==> src/sv/assert_macros.svh <==
// ----------------------------------------------------------------------------
// Assertion macros
// Clocked assertion helpers shared by the advect/deposit RTL.
// ----------------------------------------------------------------------------
`ifndef ASSERT_MACROS_SVH
`define ASSERT_MACROS_SVH

// property must hold at every rising clock edge outside reset
`define PSAD_ASSERT(lbl, clk, rst_n, prop, msg) \
  lbl: assert property (@(posedge clk) disable iff (!rst_n) prop) \
    else $error(msg);

// expression must never be true outside reset
`define PSAD_NEVER(lbl, clk, rst_n, expr, msg) \
  `PSAD_ASSERT(lbl, clk, rst_n, !(expr), msg)

`endif

==> src/sv/psad_pkg.sv <==
// ----------------------------------------------------------------------------
// psad_pkg
// Types and constants of the phase-space advect/deposit block.
// ----------------------------------------------------------------------------
package psad_pkg;

  localparam int FRAC_BITS  = 16;
  localparam int IDX_W      = 8;
  localparam int GRID_V     = 256;
  localparam int GRID_X     = 256;
  localparam int ADDR_W     = 2 * IDX_W;
  localparam int VAL_W      = 32;
  localparam int ACC_W      = 24;
  localparam int SCALE_W    = 24;
  localparam int VOFF_W     = 13;

  localparam int PROD1_W    = ACC_W + SCALE_W + 1;
  localparam int DV_W       = PROD1_W - FRAC_BITS;
  localparam int U_W        = DV_W + 2;
  localparam int W_W        = VOFF_W + FRAC_BITS + 1;
  localparam int PROD2_W    = W_W + SCALE_W + 1;
  localparam int DRIFT_W    = PROD2_W - FRAC_BITS;
  localparam int XP_W       = DRIFT_W + 1;

  localparam int CFG_AW     = 4;
  localparam int CFG_DW     = 32;

  typedef enum logic [1:0] {
    REG_ACCEL_SCALE = 2'd0,
    REG_DRIFT_SCALE = 2'd1,
    REG_VEL_OFFSET  = 2'd2
  } reg_idx_t;

  typedef enum logic [7:0] {
    S_CLEAR = 8'b0000_0001,
    S_IDLE  = 8'b0000_0010,
    S_MUL1  = 8'b0000_0100,
    S_KICK  = 8'b0000_1000,
    S_MUL2  = 8'b0001_0000,
    S_DRIFT = 8'b0010_0000,
    S_RD    = 8'b0100_0000,
    S_WB    = 8'b1000_0000
  } state_t;

  typedef struct packed {
    logic clr;
    logic capture;
    logic mul1;
    logic kick;
    logic mul2;
    logic drift;
    logic mem_rd;
    logic wb;
  } dp_cmd_t;

  typedef struct packed {
    logic clear_last;
    logic drop;
    logic out_full;
  } dp_sts_t;

endpackage

==> src/sv/psad_regs.sv <==
// ----------------------------------------------------------------------------
// psad_regs
// APB-style configuration registers: accel scale, drift scale, velocity offset.
// ----------------------------------------------------------------------------
module psad_regs import psad_pkg::*; (
  input  logic                     clk,
  input  logic                     rst_n,
  input  logic                     psel,
  input  logic                     penable,
  input  logic                     pwrite,
  input  logic [CFG_AW-1:0]        paddr,
  input  logic [CFG_DW-1:0]        pwdata,
  output logic [CFG_DW-1:0]        prdata,
  output logic                     pready,
  output logic [SCALE_W-1:0]       accel_scale,
  output logic [SCALE_W-1:0]       drift_scale,
  output logic signed [VOFF_W-1:0] vel_offset
);

  logic [SCALE_W-1:0] accel_scale_r;
  logic [SCALE_W-1:0] drift_scale_r;
  logic [VOFF_W-1:0]  vel_offset_r;
  logic               wr_en;
  reg_idx_t           idx;

  assign pready = 1'b1;
  assign wr_en  = psel & penable & pwrite;
  assign idx    = reg_idx_t'(paddr[3:2]);

  always_ff @(posedge clk) begin
    if (!rst_n) begin
      accel_scale_r <= SCALE_W'(24'h333333);
      drift_scale_r <= SCALE_W'(24'h003333);
      vel_offset_r  <= VOFF_W'(13'h1F80);
    end else if (wr_en) begin
      case (idx)
        REG_ACCEL_SCALE: accel_scale_r <= pwdata[SCALE_W-1:0];
        REG_DRIFT_SCALE: drift_scale_r <= pwdata[SCALE_W-1:0];
        REG_VEL_OFFSET:  vel_offset_r  <= pwdata[VOFF_W-1:0];
        default: ;
      endcase
    end
  end

  always_comb begin
    case (idx)
      REG_ACCEL_SCALE: prdata = CFG_DW'(accel_scale_r);
      REG_DRIFT_SCALE: prdata = CFG_DW'(drift_scale_r);
      REG_VEL_OFFSET:  prdata = CFG_DW'($signed(vel_offset_r));
      default:         prdata = '0;
    endcase
  end

  assign accel_scale = accel_scale_r;
  assign drift_scale = drift_scale_r;
  assign vel_offset  = $signed(vel_offset_r);

endmodule

==> config.mk <==
export PLATFORM = sky130hd
export DESIGN_NAME = psad_regs
export DESIGN_NICKNAME = d
export VERILOG_FILES = /design/src/sv/assert_macros.svh /design/src/sv/psad_pkg.sv /design/src/sv/psad_regs.sv
export SDC_FILE = /design/constraint.sdc
export NUM_CORES = 1
export LEC_CHECK = 0
export BUFFER_PORTS_ARGS = -buffer_cell sky130_fd_sc_hd__buf_2
export CAP_MARGIN = 30
export CORE_ASPECT_RATIO = 1.75
export CORE_MARGIN = 4
export CORE_UTILIZATION = 30
export DETAILED_ROUTE_END_ITERATION = 10
export SETUP_SLACK_MARGIN = 0.02
export SLEW_MARGIN = 0
export SYNTH_ARGS = -nofsm -noshare
export SYNTH_HDL_FRONTEND = slang
export SYNTH_SLANG_ARGS = --single-unit
==> constraint.sdc <==
create_clock -name clk -period 2.5 [get_ports clk]
set_clock_uncertainty 0.1 [all_clocks]
set_input_delay 0.125 -clock clk [delete_from_list [all_inputs] [get_ports clk]]
set_output_delay 0.125 -clock clk [all_outputs]
set_load 0.1 [all_outputs]
==> summary.txt, run 1 <==
Floorplan
  • Die width: 83.7 microns
  • Core Region: 9850 sq um
  • I/O pins: 135
  • Die ar.: 11800 sq um
  • Die H: 141 microns
  • Starting Density: 30.6%
  • Rows: 48

Finish
  • Diodes inserted: 0
  • Layout filler cell count: 942
  • Final core occ: 49.1%
  • Area Overhead vs Synth: 60.7%
  • Net count reported at finish: 505
  • Layout cells sized above 1: 38.6%

Timing
  • Setup TNS: 0 ps
  • Slew Limit Fails: 0
  • Final setup fails: 0
  • Worst Tran Pin Value: 574 ps
  • Relative slew slack: 61.7%
  • Period Utilization, post-route: 73.5%
  • Hold WS: 7.52 ps
  • Crit path time final: 1840 ps
  • RSZ-0062 raised after global routing: false
  • Fin. Hold Viols: 0
  • Fmax: 0.545 GHz

Setup path
  • Critical Path Max Stage Delay: 410 ps
  • Crit path cell chain: buf_2 > nor2b_4 > buf_4 > nand2_1 > o21ai_4 > buf_12
  • Reg2Reg Depth: 2
  • Kind of critical path: primary input to output pin
  • Worst setup EP type: output pin
  • CP Launch Type: primary input
  • Crit-path max FO: 16
  • Slowest-stage cell, CP: nor2b_4
  • Worst EP required: 2280 ps
  • Crit path DAT: 1610 ps

Synth
  • Post-Syn Nets: 375
  • Post-Syn Area: 3010 sq um
  • Post-Synthesis Cells: 334
  • FFs w/ async S/R, synth: 0%
  • Synth Flop Type: dfxtp_1
  • Synth Area per Inst: 9.02 sq um
  • Main area contributors after synthesis: dfxtp_1 (41%), mux2i_1 (24%), nand2_1 (9.8%), nor2b_1 (8.7%), o21ai_0 (4.0%)
  • Most numerous cell in the Yosys netlist: nand2_1
  • Top cells by instance count after synthesis: nand2_1 (79), mux2i_1 (73), dfxtp_1 (61), nor2b_1 (42), o21ai_0 (24)
  • Seq/Total Area, Yosys: 40.5%
  • Number of enable flip-flop cells after synthesis: 0
  • Synthesis-stage register bit count: 61
  • Area fraction of the dominant cell type after synthesis: 40.5%
  • Cell taking the most area after synthesis: dfxtp_1
  • Synth cell types: 20
  • Synth warn: 0

Power and ir drop
  • Power per cell area: 647 nW/um^2
  • Reg power frac: 31.8%
  • Overall power: 0.00313 W
  • Comb pwr share: 23.7%
  • Clock power share: 44.5%
  • Internal: 0.00220 W
  • Net Sw Frac: 29.7%
  • Leak: 2.10 nW
  • Switching power: 0.000929 W
  • VDD IR max: 0.391 mV

Outcome
  • Outcome: finished clean

Place
  • Routability cong.: 0.738
  • Port Buffer Count: 123
  • HPWL after detailed placement: 6860 microns

CTS
  • H-tree lvl count: 3
  • CTS buffer count: 9
  • Clk sinks: 61
  • Clk root buf: clkbuf_16
  • CTS Buffer Depth: 2
  • Worst-skew pair later-pin latency: 320 ps
  • Setup bufs post-CTS: 0
  • TritonCTS clock tree: built
  • Clock transition at path regs: 50 ps

Min path
  • Hold Path Stages: 3
  • Worst min path class: primary input to flip-flop

Drt
  • Vias per inst: 4.66
  • First-iteration detailed-routing DRC count: 69
  • Drt wl/cell: 15.7 microns
  • Via count: 2770
  • Residual DRC: 0
  • First-pass iteration count of the detailed router: 5
  • Final wirelength: 9300 microns
  • Post-route ant nets: 0

Global route
  • Initial antenna violation count: 0
  • Total GRT Usage: 16.0%
  • Total gr overflow: 0
  • Vias in the first global route: 2810
  • First-pass GRT wire length: 15000 microns
  • Largest net degree at the start of global routing: 60

Flow run
  • Total of max-cap violations: 0
-- cells in the final DEF (no fill, tap or decap) --
master,instances
nor2b_1,41
mux2i_1,73
and2_1,1
dlygate4sd3_1,20
buf_2,91
buf_4,8
clkbuf_8,4
nor2b_4,2
nor3_4,2
buf_12,33
nand3_2,1
a21oi_1,12
bufinv_16,2
or3_1,1
inv_2,1
nor3b_2,1
clkinv_2,1
conb_1,1
o21ai_2,16
dfxtp_1,60
nand2_1,79
dfxtp_2,1
clkbuf_16,9
o21ai_4,8
nand4_4,1
-- worst paths after layout --
path / start / end / slack [ps]
min reg2reg: accel_scale[7] / accel_scale[7] / 370
max reg2reg: drift_scale[23] / drift_scale[23] / 1740
min: pwdata[9] / drift_scale[9] / 8
max: paddr[2] / prdata[13] / 660
-- logic make-up (layout without fill, tap and decap cells) --
group / count (synthesis) / count (layout) / synth area share, %
AND/OR/NAND/NOR: 129 / 129 / 21.8
multiplexers: 73 / 73 / 24.3
flip-flops: 61 / 61 / 40.5
AO/OA/AOI/OAI: 36 / 36 / 5.98
buffers and inverters: 34 / 169 / 7.27
other: 1 / 1 / 0.125
-- what timing repair did --
item | in CTS | in global routing
hold buffers | 20 | 0
resized for setup | 0 | 0
endpoints found under the setup margin | 0 | 0
hold endpoints to repair | 47 | 0
-- cell type report --
type | instances | area [sq um] | area share [%]
clock inverters | 3 | 65.1 | 1.34
well taps | 125 | 156 | 3.23
flip-flops and latches | 61 | 1220 | 25.3
multi-input cells | 239 | 1730 | 35.8
clock buffers | 13 | 280 | 5.79
repair buffers | 152 | 1380 | 28.4
inverters | 1 | 3.75 | 0.0776
-- state kept, by name, summed over array words and instances, names as in the netlist --
signal / cells
vel_offset: 13
accel_scale: 24
drift_scale: 24
-- metal layers --
layer	global-route usage, %	part of all wire (%)	up-vias	wire length, microns
met5	0	0	-	0
met4	5.08	1.3	0	125
met3	2.88	3.7	6	340
met2	30.5	57	67	5270
met1	17.6	38	1330	3570
li1	-	-	1367	-
-- power groups by stage --
stage	sequential [W]	clock, W	combinational (W)
after floorplan	0.00111	0	0.000410
after global placement	0.00102	0	0.000716
after detailed placement	0.00102	0	0.000721
after CTS	0.000996	0.00142	0.000747
after global routing	0.000997	0.00146	0.000769
final	0.000996	0.00139	0.000740
-- through the flow --
stage	area, sq um	instances	worst slack, ps
2_1_floorplan	3170	334	152
3_3_place_gp	4290	558	649
3_5_place_dp	4290	558	641
4_1_cts	4840	594	642
5_1_grt	4840	594	541
6_report	4840	594	664
-- worst max-delay path: cells and delay by family --
| kind | cells | cell delay (ps) |
|---|---|---|
| compound gates | 1 | 90 |
| buf+inv | 3 | 840 |
| simple gates | 2 | 540 |
No activity file was read; power rests on OpenSTA's default activity.
==> run 2, diff against run 1 <==
clock period = 1.8 ns   (was 2.5 ns; I/O delays follow)
==> run 2 against run 1 <==
Effect of this change: total power grew 35%; largest cell class unchanged; cell count rose by 2.0%; global-route usage rose by 0.55 points; non-clock buffer count is 12 higher; via count is 0.40% higher; register-to-register slack worse by 710 ps; combinational power rose by 46%; first-iteration DRC count is 17% higher; clock-buffer cell count is 1 lower; routed wire length rose by 3.6%; critical endpoint is now prdata[24]; setup slack lost 580 ps.
==> summary.txt, run 2 (synthesis gave the netlist of run 1 again) <==
Finish
  • Layout cells sized above 1: 46.4%
  • Final core occ: 51.6%
  • Diodes inserted: 0
  • Net count reported at finish: 517
  • Commonest non-fill, non-tap cells in the layout: buf_2 (90), nand2_1 (79), mux2i_1 (73)
  • Most common cell after layout, fill and taps aside: buf_2
  • Area Overhead vs Synth: 68.7%

Global route
  • Total gr overflow: 0
  • First-pass GRT wire length: 15400 microns
  • Largest net degree at the start of global routing: 53
  • Initial antenna violation count: 0
  • Total GRT Usage: 16.6%
  • Vias in the first global route: 2968

Drt
  • First-iteration detailed-routing DRC count: 81
  • Via count: 2781
  • Vias per inst: 4.59
  • Post-route ant nets: 0
  • Residual DRC: 0
  • First-pass iteration count of the detailed router: 6
  • Final wirelength: 9630 microns
  • Drt wl/cell: 15.9 microns

Floorplan
  • Die width: 83.7 microns
  • Core Region: 9850 sq um
  • Starting Density: 30.6%
  • I/O pins: 135
  • Die H: 141 microns
  • Rows: 48
  • Die ar.: 11800 sq um

Power and ir drop
  • VDD IR max: 0.518 mV
  • Leak: 2.17 nW
  • Overall power: 0.00422 W
  • Power per cell area: 831 nW/um^2

Place
  • Dpl ws: 281 ps
  • Port Buffer Count: 123
  • HPWL after detailed placement: 7060 microns
  • Routability cong.: 0.699

CTS
  • Clk sinks: 61
  • Clock transition at path regs: 50 ps
  • Post-CTS Resized: 0
  • CTS buffer count: 9
  • H-tree lvl count: 3
  • TritonCTS clock tree: built
  • Clk root buf: clkbuf_16
  • CTS Buffer Depth: 2
  • Worst-skew pair later-pin latency: 320 ps

Setup path
  • Worst setup path end: prdata[24]
  • Worst EP required: 1610 ps
  • Crit path launch: vel_offset[12]
  • Crit path DAT: 1520 ps
  • Worst R2R End: accel_scale[13]
  • CP Launch Type: flip-flop
  • Kind of critical path: flip-flop to output pin
  • Worst setup EP type: output pin
  • Slowest-stage cell, CP: nor2b_4
  • Worst r2r src: accel_scale[13]
  • Crit-path max FO: 8
  • FF-to-FF setup slack: 1030 ps
  • Crit path cell chain: and2_4 > nor2b_4 > buf_12
  • Critical Path Max Stage Delay: 470 ps
  • Reg2Reg Depth: 2

Timing
  • Fin. Hold Viols: 0
  • Fmax: 0.584 GHz
  • Relative slew slack: 64.9%
  • Slew Limit Fails: 0
  • Worst Slack Setup Final: 88.5 ps
  • Worst Tran Pin Value: 526 ps
  • Period Utilization, post-route: 95.1%
  • Setup TNS: 0 ps
  • Hold WS: 229 ps
  • Crit path time final: 1710 ps
  • RSZ-0062 raised after global routing: false
  • Final setup fails: 0

Outcome
  • Outcome: finished clean

Flow run
  • Total of max-cap violations: 0

Min path
  • Worst min path class: primary input to flip-flop
-- run 2: cell types whose count changed in the layout (fill, tap and decap cells not counted) --
cell,change
buf_2,-1
dfxtp_2,+34
dfxtp_4,+1
clkinv_2,+2
o21ai_2,-16
buf_4,+7
bufinv_16,-1
and2_4,+1
clkbuf_8,-1
dfxtp_1,-35
dlygate4sd3_1,+6
and2_1,-1
o21ai_4,+16
-- run 2: worst min-delay path by stage --
stage                         start  slack, ps  cells past startpoint             end
after floorplan           pwdata[0]        120                      2   vel_offset[0]
after global routing       paddr[2]        250                      4   vel_offset[5]
after detailed placement  pwdata[4]        250                      3   vel_offset[4]
after global placement    pwdata[5]        250                      3   vel_offset[5]
final                      paddr[2]        230                      4  vel_offset[11]
after CTS                  paddr[2]        230                      4   vel_offset[5]
-- run 2: metal layers --
metal  GRT usage [%]  share of wire (%)
met1            17.4                 39
met2            32.1                 56
met3            2.94                4.0
met4            6.19                1.5
met5               0                  0
-- run 2: what timing repair did --
| action | CTS | global route |
|---|---|---|
| setup buffers | 0 | 0 |
| hold buffers | 26 | 0 |
| hold endpoints to repair | 60 | 0 |
-- run 2: worst max-delay path: cells and delay by family (launching register included) --
kind | cells | cell delay [ps]
simple gates | 2 | 610
flops | 1 | 340
buf+inv | 1 | 240
-- run 2: power by group --
part	leakage, nW	total (W)	switching [W]	internal [W]
sequential	0.495	0.00138	0.0000133	0.00137
clock	0.158	0.00176	0.000583	0.00118
combinational	1.51	0.00108	0.000722	0.000357
-- run 2: per-stage QoR --
step / std cells / instance area [sq um]
finish: 606 / 5080
global route: 606 / 5080
CTS: 606 / 5080
detailed placement: 564 / 4510
global placement: 564 / 4510
floorplan: 334 / 3430
-- run 2: layout make-up --
class / instances / area, sq um
clock inverters: 4 / 45.0
fillers: 952 / 4770
repair buffers: 164 / 1480
flip-flops and latches: 61 / 1270
well taps: 125 / 156
inverters: 1 / 3.75
clock buffers: 12 / 267
multi-input cells: 239 / 1860
