$ cat src/sv/assert_macros.svh
// ----------------------------------------------------------------------------
// Assertion macros
// Clocked assertion helpers shared by the advect/deposit RTL.
// ----------------------------------------------------------------------------
`ifndef ASSERT_MACROS_SVH
`define ASSERT_MACROS_SVH

// property must hold at every rising clock edge outside reset
`define PSAD_ASSERT(lbl, clk, rst_n, prop, msg) \
  lbl: assert property (@(posedge clk) disable iff (!rst_n) prop) \
    else $error(msg);

// expression must never be true outside reset
`define PSAD_NEVER(lbl, clk, rst_n, expr, msg) \
  `PSAD_ASSERT(lbl, clk, rst_n, !(expr), msg)

`endif

$ cat src/sv/psad_pkg.sv
// ----------------------------------------------------------------------------
// psad_pkg
// Types and constants of the phase-space advect/deposit block.
// ----------------------------------------------------------------------------
package psad_pkg;

  localparam int FRAC_BITS  = 16;
  localparam int IDX_W      = 8;
  localparam int GRID_V     = 256;
  localparam int GRID_X     = 256;
  localparam int ADDR_W     = 2 * IDX_W;
  localparam int VAL_W      = 32;
  localparam int ACC_W      = 24;
  localparam int SCALE_W    = 24;
  localparam int VOFF_W     = 13;

  localparam int PROD1_W    = ACC_W + SCALE_W + 1;
  localparam int DV_W       = PROD1_W - FRAC_BITS;
  localparam int U_W        = DV_W + 2;
  localparam int W_W        = VOFF_W + FRAC_BITS + 1;
  localparam int PROD2_W    = W_W + SCALE_W + 1;
  localparam int DRIFT_W    = PROD2_W - FRAC_BITS;
  localparam int XP_W       = DRIFT_W + 1;

  localparam int CFG_AW     = 4;
  localparam int CFG_DW     = 32;

  typedef enum logic [1:0] {
    REG_ACCEL_SCALE = 2'd0,
    REG_DRIFT_SCALE = 2'd1,
    REG_VEL_OFFSET  = 2'd2
  } reg_idx_t;

  typedef enum logic [7:0] {
    S_CLEAR = 8'b0000_0001,
    S_IDLE  = 8'b0000_0010,
    S_MUL1  = 8'b0000_0100,
    S_KICK  = 8'b0000_1000,
    S_MUL2  = 8'b0001_0000,
    S_DRIFT = 8'b0010_0000,
    S_RD    = 8'b0100_0000,
    S_WB    = 8'b1000_0000
  } state_t;

  typedef struct packed {
    logic clr;
    logic capture;
    logic mul1;
    logic kick;
    logic mul2;
    logic drift;
    logic mem_rd;
    logic wb;
  } dp_cmd_t;

  typedef struct packed {
    logic clear_last;
    logic drop;
    logic out_full;
  } dp_sts_t;

endpackage

$ cat src/sv/psad_ctrl.sv
// ----------------------------------------------------------------------------
// psad_ctrl
// Sequencer: grid clear after reset, then one item at a time through the
// datapath steps.
// ----------------------------------------------------------------------------
`include "assert_macros.svh"

module psad_ctrl import psad_pkg::*; (
  input  logic    clk,
  input  logic    rst_n,
  input  logic    in_tvalid,
  input  logic    in_cmd,
  output logic    in_tready,
  output dp_cmd_t cmd_o,
  input  dp_sts_t sts_i
);

  state_t state_r;
  state_t state_nxt;

  always_ff @(posedge clk) begin
    if (!rst_n) begin
      state_r <= S_CLEAR;
    end else begin
      state_r <= state_nxt;
    end
  end

  always_comb begin
    state_nxt = state_r;
    cmd_o     = '0;
    in_tready = 1'b0;
    case (state_r)
      S_CLEAR: begin
        cmd_o.clr = 1'b1;
        if (sts_i.clear_last) begin
          state_nxt = S_IDLE;
        end
      end
      S_IDLE: begin
        in_tready     = 1'b1;
        cmd_o.capture = in_tvalid;
        if (in_tvalid) begin
          state_nxt = in_cmd ? S_RD : S_MUL1;
        end
      end
      S_MUL1: begin
        cmd_o.mul1 = 1'b1;
        state_nxt  = S_KICK;
      end
      S_KICK: begin
        cmd_o.kick = 1'b1;
        state_nxt  = sts_i.drop ? S_WB : S_MUL2;
      end
      S_MUL2: begin
        cmd_o.mul2 = 1'b1;
        state_nxt  = S_DRIFT;
      end
      S_DRIFT: begin
        cmd_o.drift = 1'b1;
        state_nxt   = S_RD;
      end
      S_RD: begin
        cmd_o.mem_rd = 1'b1;
        state_nxt    = S_WB;
      end
      S_WB: begin
        if (!sts_i.out_full) begin
          cmd_o.wb  = 1'b1;
          state_nxt = S_IDLE;
        end
      end
      default: begin
        state_nxt = S_IDLE;
      end
    endcase
  end

  `PSAD_NEVER(a_wb_into_full, clk, rst_n, cmd_o.wb && sts_i.out_full, "write-back into full output register")
  `PSAD_ASSERT(a_read_goes_to_rd, clk, rst_n, (in_tvalid && in_tready && in_cmd) |=> (state_r == S_RD), "read beat did not go straight to memory read")

endmodule

$ cat config.mk
export PLATFORM = sky130hd
export DESIGN_NAME = psad_ctrl
export DESIGN_NICKNAME = d
export VERILOG_FILES = /design/src/sv/psad_pkg.sv /design/src/sv/psad_ctrl.sv
export VERILOG_INCLUDE_DIRS = /design/src /design/src/sv
export SDC_FILE = /design/constraint.sdc
export NUM_CORES = 1
export LEC_CHECK = 0
export ABC_AREA = 1
export ABC_CLOCK_PERIOD_IN_PS = 1410
export BUFFER_PORTS_ARGS = -buffer_cell sky130_fd_sc_hd__buf_4
export CORE_AREA = 4 4 41 43
export CTS_BUF_LIST = sky130_fd_sc_hd__clkbuf_8 sky130_fd_sc_hd__clkbuf_16
export CTS_CLUSTER_SIZE = 25
export DETAILED_ROUTE_END_ITERATION = 7
export DIE_AREA = 0 0 45 47
export SETUP_SLACK_MARGIN = 0.3
export SLEW_MARGIN = 10
export SYNTH_ARGS = -nofsm -noshare
export SYNTH_HDL_FRONTEND = slang
export SYNTH_SLANG_ARGS = --single-unit
$ cat constraint.sdc
create_clock -name clk -period 1.41 [get_ports clk]
set_clock_uncertainty 0.15 [all_clocks]
set_input_delay 0.141 -clock clk [delete_from_list [all_inputs] [get_ports clk]]
set_output_delay 0.141 -clock clk [all_outputs]
set_load 0.02 [all_outputs]
==> results of run 1 <==
## placed cells by master, fill, tap and decap left out
master,n
buf_6,12
nand4_1,1
nand3_1,1
dlygate4sd3_1,2
nor2_1,9
a21oi_2,1
nand3_2,4
a21oi_1,1
nor2_2,3
nor2_4,12
clkbuf_8,3
and3_1,2
nand2_4,3
nand2_2,4
dfxtp_4,3
nor3_2,2
buf_4,16
nand2_1,9
nor4_4,2
dfxtp_2,5
nor3b_2,1
inv_1,9
inv_2,4
## critical path, stage by stage, from the launching register on
cell and delay (ns):
dfxtp_2 0.34, nor2_4 0.19, nand4_1 0.23, nor2_4 0.13, buf_6 0.12
## final timing paths
path / startpoint / end
worst min register to register: state_r[5] / state_r[5]
worst max-delay path: state_r[6] / cmd_o[6]
worst min-delay path: rst_n / state_r[1]
worst max register to register: state_r[6] / state_r[6]
## routing by layer
layer	track usage [%]	wire [um]	vias to the layer above
li1	-	-	306
met1	23.3	702	273
met2	33.9	921	16
met3	8.05	99	5
met4	5.26	19	0
met5	0	0	-
## report_power, final
part | total [mW] | internal (mW) | switching [mW]
clock | 0.277 | 0.185 | 0.0918
sequential | 0.243 | 0.233 | 0.0100
combinational | 0.175 | 0.0780 | 0.0967
total | 0.694 | 0.496 | 0.199
## cell type report
class / count / area share (%)
Tap cell: 15 / 1.89
Multi-Input combinational cell: 55 / 43.5
Sequential cell: 8 / 17.9
Inverter: 13 / 4.91
Clock buffer: 3 / 4.15
Timing Repair Buffer: 30 / 27.7
## logic make-up (layout without fill, tap and decap cells)
| group | Yosys count | after routing | synth area share, % |
|---|---|---|---|
| compound gates | 2 | 2 | 1.97 |
| buf+inv | 13 | 46 | 9.61 |
| flops | 8 | 8 | 31.5 |
| simple gates | 53 | 53 | 56.9 |
## timing repair
item / in CTS / in global routing
setup buffers: 10 / 2
hold buffers: 2 / 0
gates resized for setup: 19 / 10
hold endpoints to repair: 3 / 0
pin swaps: 13 / 9
endpoints found under the setup margin: 15 / 17
## per-stage QoR
step           TNS [ns]  setup slack [ns]  power, mW
6_report         -0.959            -0.120      0.694
5_1_grt           -1.75            -0.185      0.731
4_1_cts          -0.714            -0.101      0.688
3_5_place_dp    -0.0426           -0.0160      0.380
3_3_place_gp    -0.0490           -0.0202      0.379
2_1_floorplan         0             0.126      0.337
==> key figures, run 1 <==
Layout
  – Ant. Diodes: 0
  – Non-filler cells, final: 124
  – Reg area: 178 sq um
  – Nets: 118
  – Layout cells sized above 1: 68.8%
  – Biggest register: state_r
  – P&R area growth vs syn: 95.8%
  – Largest register FFs: 8
  – Final core utilization: 76.4%
  – Design area: 995 sq um
  – Area of the multi-input gates: 433 sq um
  – Fillers: 96
  – Leading registers by flop count: state_r: 8 flops

Drt
  – DR vias/cell: 4.84
  – 1st-pass router iterations: 4
  – DR vias: 600
  – Routed wire length: 1740 um
  – Average wire per standard cell: 14.0 um
  – Drt drc: 0
  – Drt initial violations: 6
  – ANT nets after route: 0

Worst setup path
  – Worst-path maximum fanout: 4
  – Crit end category: primary output
  – Crit path arrival time: 1.24 ns
  – Worst r2r path cells: 6
  – WS Path Type: flip-flop to primary output
  – R2r setup slk: -0.10 ns
  – Critical path required time: 1.12 ns
  – Critical path launch point type: flip-flop

STA
  – Worst slew pin tran: 0.211 ns
  – Hold Violations, Final: 0
  – Period utilization: 108%
  – # setup viols final: 13
  – RSZ-0062 raised after global routing: yes
  – Final hold slack: 0.0222 ns
  – FMAX: 654 MHz
  – Fin. max-slew vios: 0
  – Worst setup margin: -0.120 ns
  – Slew HR: 85.9%
  – Crit path time final: 1.53 ns

Clock tree
  – CTS sink count: 8
  – Num CTS Buffers: 3
  – Longest Clk Path Bufs: 2
  – Skew-Pair Late Insertion Delay: 0.23 ns
  – Register clock-pin slew on the reported worst setup and hold paths: 0.04 ns
  – Clock root buffer master: clkbuf_8
  – H-tree depth: 1
  – CTS tree: done

Yosys
  – Post-synth top cells: nand2_1 (13), nor2_1 (13), inv_1 (11), nor2_2 (9), dfxtp_1 (8)
  – Post-synth cell types: 17
  – Seq/Total Area, Yosys: 31.5%
  – Synth top area share: 31.5%
  – Cell taking the most area after synthesis: dfxtp_1
  – Mean post-synth cell area: 6.68 sq um
  – Asr flop ratio synth: 0%
  – Ys flop type: dfxtp_1
  – Post-synthesis instance total: 76
  – Top post-synthesis cells by area: dfxtp_1 (32%), nor2_2 (11%), nand2_1 (9.6%)
  – Syn Nets: 83
  – EDFF count, synth: 0
  – Syn Std Cell Area: 508 sq um
  – Synth warnings: 0
  – Register bit total from synthesis: 8

Placement
  – Dpl cell area: 742 sq um
  – Placed Cells: 107
  – Gpl congestion: 0.727
  – I/O Buffers: 15
  – Dpl hpwl: 1080 um

Floorplanning
  – Die ar.: 2120 sq um
  – Die Wd: 45 um
  – Initial Util: 39.0%
  – Core Region: 1300 sq um
  – Die H: 47 um
  – I/O pins: 16
  – Core Rows: 13

Run status
  – Status: finished with violations
  – Failing checks: negative setup slack

Global route
  – Number of global-route vias before repair: 616
  – GR Util All Layers: 19.9%
  – Largest net degree at the start of global routing: 7
  – Initial antenna violation count: 0
  – GRT Residual Overflow: 0
  – First-pass GRT wire length: 2860 um

Power and ir drop
  – Leak: 0.449 nW
  – Max VDD drop: 745 uV
  – Power Dens Cells: 698 nW/um^2

Worst hold path
  – Hold path depth: 3
  – Hold/Removal Path Class: input port to flip-flop

Job
  – Max cap viols: 0
No activity file was read; power rests on OpenSTA's default activity.
==> run 2: changes to the inputs <==
Settings changed: ABC_AREA 1 to unset, CORE_AREA 4 4 41 43 to 3 3 40 42, DIE_AREA 0 0 45 47 to 0 0 43 45.
==> run 2 against run 1 <==
  * The flow still finishes with violations (negative setup slack)
  * Utilization shrank 2.8 points
  * Sequential share of layout area about the same
  * Clock power grew 3%
  * Critical path type unchanged
  * Critical endpoint is now cmd_o[1]
  * Largest cell class unchanged
  * Highest routed layer unchanged
==> key figures, run 2 <==
Floorplanning
  – Initial Util: 40.2% (was 39.0%)
  – I/O pins: 16 (unchanged)
  – Die Wd: 43 um (was 45 um)
  – Core Region: 1280 sq um (was 1300 sq um)
  – Die ar.: 1940 sq um (was 2120 sq um)
  – Die H: 45 um (was 47 um)
  – Core Rows: 13 (unchanged)

Power and ir drop
  – Flop pwr share: 35.2% (was 35.0%)
  – Leak: 0.418 nW (was 0.449 nW)
  – Gate power share: 23.0% (was 25.2%)
  – Final Power: 0.682 mW (was 0.694 mW)
  – Clock share of power: 41.8% (was 39.9%)
  – Power Dens Cells: 721 nW/um^2 (was 698 nW/um^2)
  – Switching share of power: 25.9% (was 28.6%)
  – Sw Pwr: 0.177 mW (was 0.199 mW)
  – Max VDD drop: 404 uV (was 745 uV)
  – Power Internal: 0.505 mW (was 0.496 mW)

Worst setup path
  – CP max stage delay: 0.55 ns (was 0.34 ns)
  – Crit. Startpoint: state_r[1] (was state_r[6])
  – Worst-path maximum fanout: 2 (was 4)
  – Crit path arrival time: 1.56 ns (was 1.24 ns)
  – Crit end category: primary output (unchanged)
  – Critical R2R Launch: state_r[1] (was state_r[6])
  – Crit-path cells: or4_4 -> and4bb_2 -> buf_6 (was nor2_4 -> nand4_1 -> nor2_4 -> buf_6)
  – WS Path Type: flip-flop to primary output (unchanged)
  – Critical path required time: 1.12 ns (about the same)
  – Crit path max-delay cell type: or4_4 (was dfxtp_2)
  – Critical path launch point type: flip-flop (unchanged)

Clock tree
  – Clock root buffer master: clkbuf_8 (unchanged)
  – CTS sink count: 8 (unchanged)
  – Register clock-pin slew on the reported worst setup and hold paths: 0.04 ns (about the same)
  – CTS tree: done (unchanged)
  – Skew-Pair Late Insertion Delay: 0.23 ns (about the same)
  – H-tree depth: 1 (unchanged)
  – Longest Clk Path Bufs: 2 (unchanged)
  – Num CTS Buffers: 3 (unchanged)

Layout
  – Area of the multi-input gates: 395 sq um (was 433 sq um)
  – Largest register FFs: 8 (unchanged)
  – Commonest non-fill, non-tap cells in the layout: buf_4 (19), buf_6 (11), nor2_1 (5) (was buf_4 (16), nor2_4 (12), buf_6 (12))
  – Nets: 101 (was 118)
  – Fillers: 90 (was 96)
  – Biggest register: state_r (unchanged)
  – Non-filler cells, final: 107 (was 124)
  – Reg area: 169 sq um (was 178 sq um)
  – Commonest non-fill, non-tap cell in the layout: buf_4 (unchanged)
  – Ant. Diodes: 0 (unchanged)
  – P&R area growth vs syn: 83.1% (was 95.8%)
  – Layout cells sized above 1: 63.0% (was 68.8%)
  – Leading registers by flop count: state_r: 8 flops (unchanged)

Yosys
  – Synth top area share: 31.0% (was 31.5%)
  – Syn Nets: 63 (was 83)
  – Post-synthesis xor/xnor area fraction: 1.69% (was 0%)
  – Seq/Total Area, Yosys: 31.0% (was 31.5%)
  – Synth warnings: 0 (unchanged)
  – EDFF count, synth: 0 (unchanged)
  – Mean post-synth cell area: 9.23 sq um (was 6.68 sq um)
  – Synth Area in Adders: 0% (unchanged)
  – Compound-Gate Fraction of Synth Area: 16.5% (was 1.97%)
  – Post-synthesis mux area share: 0% (unchanged)
  – Post-synth cell types: 30 (was 17)
  – Register bit total from synthesis: 8 (unchanged)
  – Post-synth top cells: dfxtp_1 (8), nor2_1 (5), and2_1 (4), inv_1 (4) (was nand2_1 (13), nor2_1 (13), inv_1 (11), nor2_2 (9), dfxtp_1 (8))
  – Post-synthesis instance total: 56 (was 76)
  – Ys flop type: dfxtp_1 (unchanged)
  – Top post-synthesis cells by area: dfxtp_1 (31%), nor4_4 (8.2%), and2_1 (4.8%) (was dfxtp_1 (32%), nor2_2 (11%), nand2_1 (9.6%))
  – Cell taking the most area after synthesis: dfxtp_1 (unchanged)
  – Asr flop ratio synth: 0% (unchanged)
  – Most frequent cell after synthesis: dfxtp_1
  – Simple-Gate Fraction of Synth Area: 47.0% (was 56.9%)
  – Syn Std Cell Area: 517 sq um (was 508 sq um)
  – Largest family of logic cells by synthesized area: simple AND/OR/NAND/NOR gates (unchanged)

Drt
  – ANT nets after route: 0 (unchanged)
  – Routed wire length: 1470 um (was 1740 um)
  – 1st-pass router iterations: 4 (unchanged)
  – DR vias: 584 (was 600)
  – Drt initial violations: 13 (was 6)
  – Drt drc: 0 (unchanged)
  – DR vias/cell: 5.46 (was 4.84)
  – Average wire per standard cell: 13.7 um (was 14.0 um)

Global route
  – Initial antenna violation count: 0 (unchanged)
  – GR Util All Layers: 17.6% (was 19.9%)
  – Number of global-route vias before repair: 571 (was 616)
  – GRT Residual Overflow: 0 (unchanged)
  – Largest net degree at the start of global routing: 13 (was 7)
  – First-pass GRT wire length: 2450 um (was 2860 um)

Worst hold path
  – Hold/Removal Path Class: input port to flip-flop (unchanged)
  – Worst hold start: in_cmd (was rst_n)

Placement
  – Dpl hpwl: 1000 um (was 1080 um)
  – Placed Cells: 97 (was 107)
  – I/O Buffers: 15 (unchanged)
  – Gpl congestion: 0.732 (was 0.727)

STA
  – Final hold slack: 0.105 ns (was 0.0222 ns)
  – Crit path time final: 1.85 ns (was 1.53 ns)
  – FMAX: 539 MHz (was 654 MHz)
  – Worst slew pin tran: 0.310 ns (was 0.211 ns)
  – Worst setup margin: -0.445 ns (was -0.120 ns)
  – # setup viols final: 14 (was 13)
  – Period utilization: 132% (was 108%)
  – Fin. max-slew vios: 0 (unchanged)
  – Hold Violations, Final: 0 (unchanged)
  – RSZ-0062 raised after global routing: yes (unchanged)
  – Slew HR: 79.2% (was 85.9%)

Run status
  – Failing checks: negative setup slack (unchanged)
  – Status: finished with violations (unchanged)

Job
  – Max cap viols: 0 (unchanged)
[run 2: changes by cell type in the layout (fill, tap and decap cells not counted), moves of 3 or more]
| cell | previous run | this run |
|---|---|---|
| nand2_2 | 4 | 1 |
| buf_4 | 16 | 19 |
| nand3_2 | 4 | 0 |
| dfxtp_1 | 0 | 3 |
| nand2_4 | 3 | 0 |
| inv_2 | 4 | 0 |
| nand2_1 | 9 | 0 |
| nor2_1 | 9 | 5 |
| nor2_2 | 3 | 0 |
| nor2_4 | 12 | 0 |
| and3_4 | 0 | 3 |
| inv_1 | 9 | 4 |
[run 2: through the flow]
step	worst slack [ns]	utilization, %	cell area (sq um)	TNS [ns]
after floorplan	-0.267	-	542	-1.36
after global placement	-0.180	59.0	758	-1.31
after detailed placement	-0.182	59.0	758	-1.24
after CTS	-0.432	69.4	892	-2.99
after global routing	-0.463	73.6	946	-4.28
final	-0.445	73.6	946	-3.31
[run 2: area by class of cell]
class,count,share of cell area [%]
clock buffers,3,4.37
repair buffers,34,32.4
multi-input cells,43,41.8
flip-flops and latches,8,17.9
inverters,4,1.59
well taps,15,1.98
[run 2: kinds of logic (layout without fill, tap and decap cells)]
group / Yosys count / in the layout
simple gates: 31 / 31
buf+inv: 5 / 41
flops: 8 / 8
compound gates: 11 / 11
xor+xnor: 1 / 1
[run 2: per-layer routing]
layer	GRT usage, %	up-vias	wire length, um
li1	-	285	-
met1	21.1	276	625
met2	29.6	21	722
met3	5.18	2	109
met4	7.23	0	11
met5	0	-	0
[run 2: final timing paths]
path,end,slack (ns),cells past startpoint
worst min-delay path,state_r[6],0.10,3
worst max register to register,state_r[7],-0.23,4
worst max-delay path,cmd_o[1],-0.44,3
worst min register to register,state_r[6],0.48,2
[run 2: power by group through the flow]
stage / Combinational [mW] / Clock, mW / Sequential [mW]
floorplan: 0.0749 / 0 / 0.246
global placement: 0.128 / 0 / 0.245
detailed placement: 0.127 / 0 / 0.245
CTS: 0.143 / 0.295 / 0.242
global route: 0.169 / 0.294 / 0.241
finish: 0.157 / 0.285 / 0.240
[run 2: repair_timing]
action | 4_1_cts | 5_1_grt
endpoints found under the hold margin | 4 | 0
pin swaps | 9 | 7
setup buffers | 0 | 3
hold buffers | 4 | 0
endpoints found under the setup margin | 17 | 17
gates cloned | 0 | 0
resized for setup | 15 | 9
[run 2: worst max-delay path: cells and delay by family, from the launching register on]
family                 cells  cell delay, ns
buffers and inverters      1            0.12
DFF                        1            0.31
and+or+nand+nor            2            0.90
==> run 3: changes to the inputs <==
Settings changed: ABC_CLOCK_PERIOD_IN_PS 1410 to 1900.
Clock period 1.41 ns to 1.9 ns, I/O delays scaled along.
==> run 3 against run 2 <==
  * The run still ends with negative setup slack left
  * Utilization decreased by 9.1 points
  * Critical path depth unchanged
  * Die area unchanged
  * Sequential power decreased by 27%
  * Total power decreased by 31%
  * Flip-flop and latch count unchanged
  * Non-clock buffer count decreased by 7
  * Register-to-register slack improved by 0.38 ns
  * Design area decreased by 12%
  * Highest routed layer unchanged
==> key figures, run 3 (synthesized netlist as in run 2, its figures left out) <==
Clock tree
  – Num CTS Buffers: 3 (unchanged)
  – Skew-Pair Late Insertion Delay: 0.22 ns (was 0.23 ns)
  – Longest Clk Path Bufs: 2 (unchanged)
  – H-tree depth: 1 (unchanged)
  – Register clock-pin slew on the reported worst setup and hold paths: 0.04 ns (about the same)
  – Clock root buffer master: clkbuf_8 (unchanged)
  – CTS sink count: 8 (unchanged)
  – CTS tree: done (unchanged)

Layout
  – Largest register FFs: 8 (unchanged)
  – P&R area growth vs syn: 60.5% (was 83.1%)
  – Nets: 94 (was 101)
  – Layout cells sized above 1: 52.9% (was 63.0%)
  – Leading registers by flop count: state_r: 8 flops (unchanged)
  – Ant. Diodes: 0 (unchanged)
  – Commonest non-fill, non-tap cells in the layout: buf_4 (21), nor2_1 (5) (was buf_4 (19), buf_6 (11), nor2_1 (5))
  – Commonest non-fill, non-tap cell in the layout: buf_4 (unchanged)
  – Biggest register: state_r (unchanged)
  – Design area: 830 sq um (was 946 sq um)

STA
  – Crit path time final: 1.90 ns
  – Hold Violations, Final: 0 (unchanged)
  – Period utilization: 100%
  – RSZ-0062 raised after global routing: yes (unchanged)
  – Worst setup margin: -0.00269 ns (was -0.445 ns)
  – FMAX: 526 MHz
  – Worst slew pin tran: 0.372 ns (was 0.310 ns)
  – # setup viols final: 1 (was 14)
  – Setup TNS: -0.00269 ns (was -3.31 ns)
  – Fin. max-slew vios: 0 (unchanged)
  – Slew HR: 75.2% (was 79.2%)

Drt
  – 1st-pass router iterations: 4 (unchanged)
  – Drt initial violations: 2 (was 13)
  – Drt drc: 0 (unchanged)
  – Routed wire length: 1390 um (was 1470 um)
  – DR vias: 547 (was 584)
  – Average wire per standard cell: 13.9 um (was 13.7 um)
  – DR vias/cell: 5.47 (was 5.46)
  – ANT nets after route: 0 (unchanged)

Run status
  – Failing checks: negative setup slack (unchanged)
  – Status: finished with violations (unchanged)

Floorplanning
  – Die Wd: 43 um (unchanged)
  – Initial Util: 40.2% (unchanged)
  – Core Region: 1280 sq um (unchanged)
  – Core Rows: 13 (unchanged)
  – I/O pins: 16 (unchanged)
  – Die H: 45 um (unchanged)
  – Die ar.: 1940 sq um (unchanged)

Power and ir drop
  – Leak: 0.368 nW (was 0.418 nW)
  – Max VDD drop: 440 uV (was 404 uV)
  – Power Dens Cells: 571 nW/um^2 (was 721 nW/um^2)

Placement
  – Dpl hpwl: 951 um (was 1000 um)
  – Dpl cell area: 667 sq um (was 758 sq um)
  – I/O Buffers: 15 (unchanged)
  – Gpl congestion: 0.837 (was 0.732)

Global route
  – Initial antenna violation count: 0 (unchanged)
  – First-pass GRT wire length: 2500 um (was 2450 um)
  – Largest net degree at the start of global routing: 13 (unchanged)
  – Number of global-route vias before repair: 562 (was 571)
  – GR Util All Layers: 17.1% (was 17.6%)
  – GRT Residual Overflow: 0 (unchanged)

Worst hold path
  – Hold/Removal Path Class: input port to flip-flop (unchanged)

Worst setup path
  – Worst path bufs/invs: 1 (unchanged)
  – Crit path arrival time: 1.56 ns (about the same)
  – Crit-path cells: or4_4 -> and4bb_2 -> buf_6 (unchanged)
  – Worst-path maximum fanout: 3 (was 2)
  – Crit end category: primary output (unchanged)
  – Crit path max-delay family: simple AND/OR/NAND/NOR gates (unchanged)
  – Critical path required time: 1.56 ns (was 1.12 ns)
  – CP max stage delay: 0.53 ns (was 0.55 ns)
  – Crit path max-delay cell type: or4_4 (unchanged)
  – Critical path launch point type: flip-flop (unchanged)
  – WS Path Type: flip-flop to primary output (unchanged)

Job
  – Max cap viols: 0 (unchanged)
[run 3: cell types whose count changed in the layout (fill, tap and decap cells not counted), sizes merged]
| cell | previous run | this run |
|---|---|---|
| dlygate4sd3 | 4 | 2 |
| buf | 30 | 25 |
[run 3: power breakdown]
part	internal [mW]	switching [mW]	leakage, nW	total [mW]
Clock	0.137	0.0627	0.0216	0.200
Sequential	0.170	0.00556	0.0681	0.175
Combinational	0.0516	0.0470	0.278	0.0986
Total	0.358	0.115	0.368	0.474
[run 3: per-layer routing]
| metal | vias to the layer above | global-route usage (%) | share of wire [%] |
|---|---|---|---|
| met2 | 16 | 28.7 | 50 |
| met5 | - | 0 | 0 |
| met4 | 0 | 8.43 | 0.58 |
| met3 | 2 | 3.59 | 4.6 |
| li1 | 272 | - | - |
| met1 | 257 | 20.8 | 44 |
[run 3: area by class of cell]
type                       count  area [sq um]
inverter                       4          15.0
clock buffer                   3          41.3
fill                         113           455
sequential                     8           173
tap                           15          18.8
multi-input combinational     43           359
timing repair buffer          27           223
[run 3: timing repair]
action,4_1_cts,5_1_grt
setup endpoints to repair,9,15
setup buffers,6,2
hold endpoints to repair,2,0
hold buffers,2,0
resized for setup,11,2
gates cloned,0,0
pin swaps,6,2
[run 3: worst register-to-register path, stage by stage (launching register included)]
cell and delay, ns:
dfxtp_4 0.34, or4_4 0.53, and4bb_2 0.34, buf_4 0.12
buf_4 0.09, o31a_1 0.11
[run 3: per-stage QoR]
step / util, % / instances / total power, mW / hold slack (ns) / setup WS [ns]
global route: 64.6 / 100 / 0.507 / 0.0489 / -0.0413
finish: 64.6 / 100 / 0.474 / 0.0472 / -0.00269
global placement: 51.9 / 87 / 0.268 / 0.209 / 0.240
detailed placement: 51.9 / 87 / 0.268 / 0.207 / 0.225
floorplan: - / 56 / 0.236 / 0.109 / 0.218
CTS: 62.9 / 98 / 0.481 / 0.0446 / -0.00725
[run 3: final timing paths]
kind / startpoint / endpoint / slack [ns] / depth (start not counted)
worst min register to register: state_r[0] / state_r[6] / 0.49 / 2
worst min-delay path: rst_n / state_r[3] / 0.05 / 2
worst max-delay path: state_r[4] / cmd_o[1] / -0.003 / 3
worst max register to register: state_r[4] / state_r[7] / 0.15 / 5
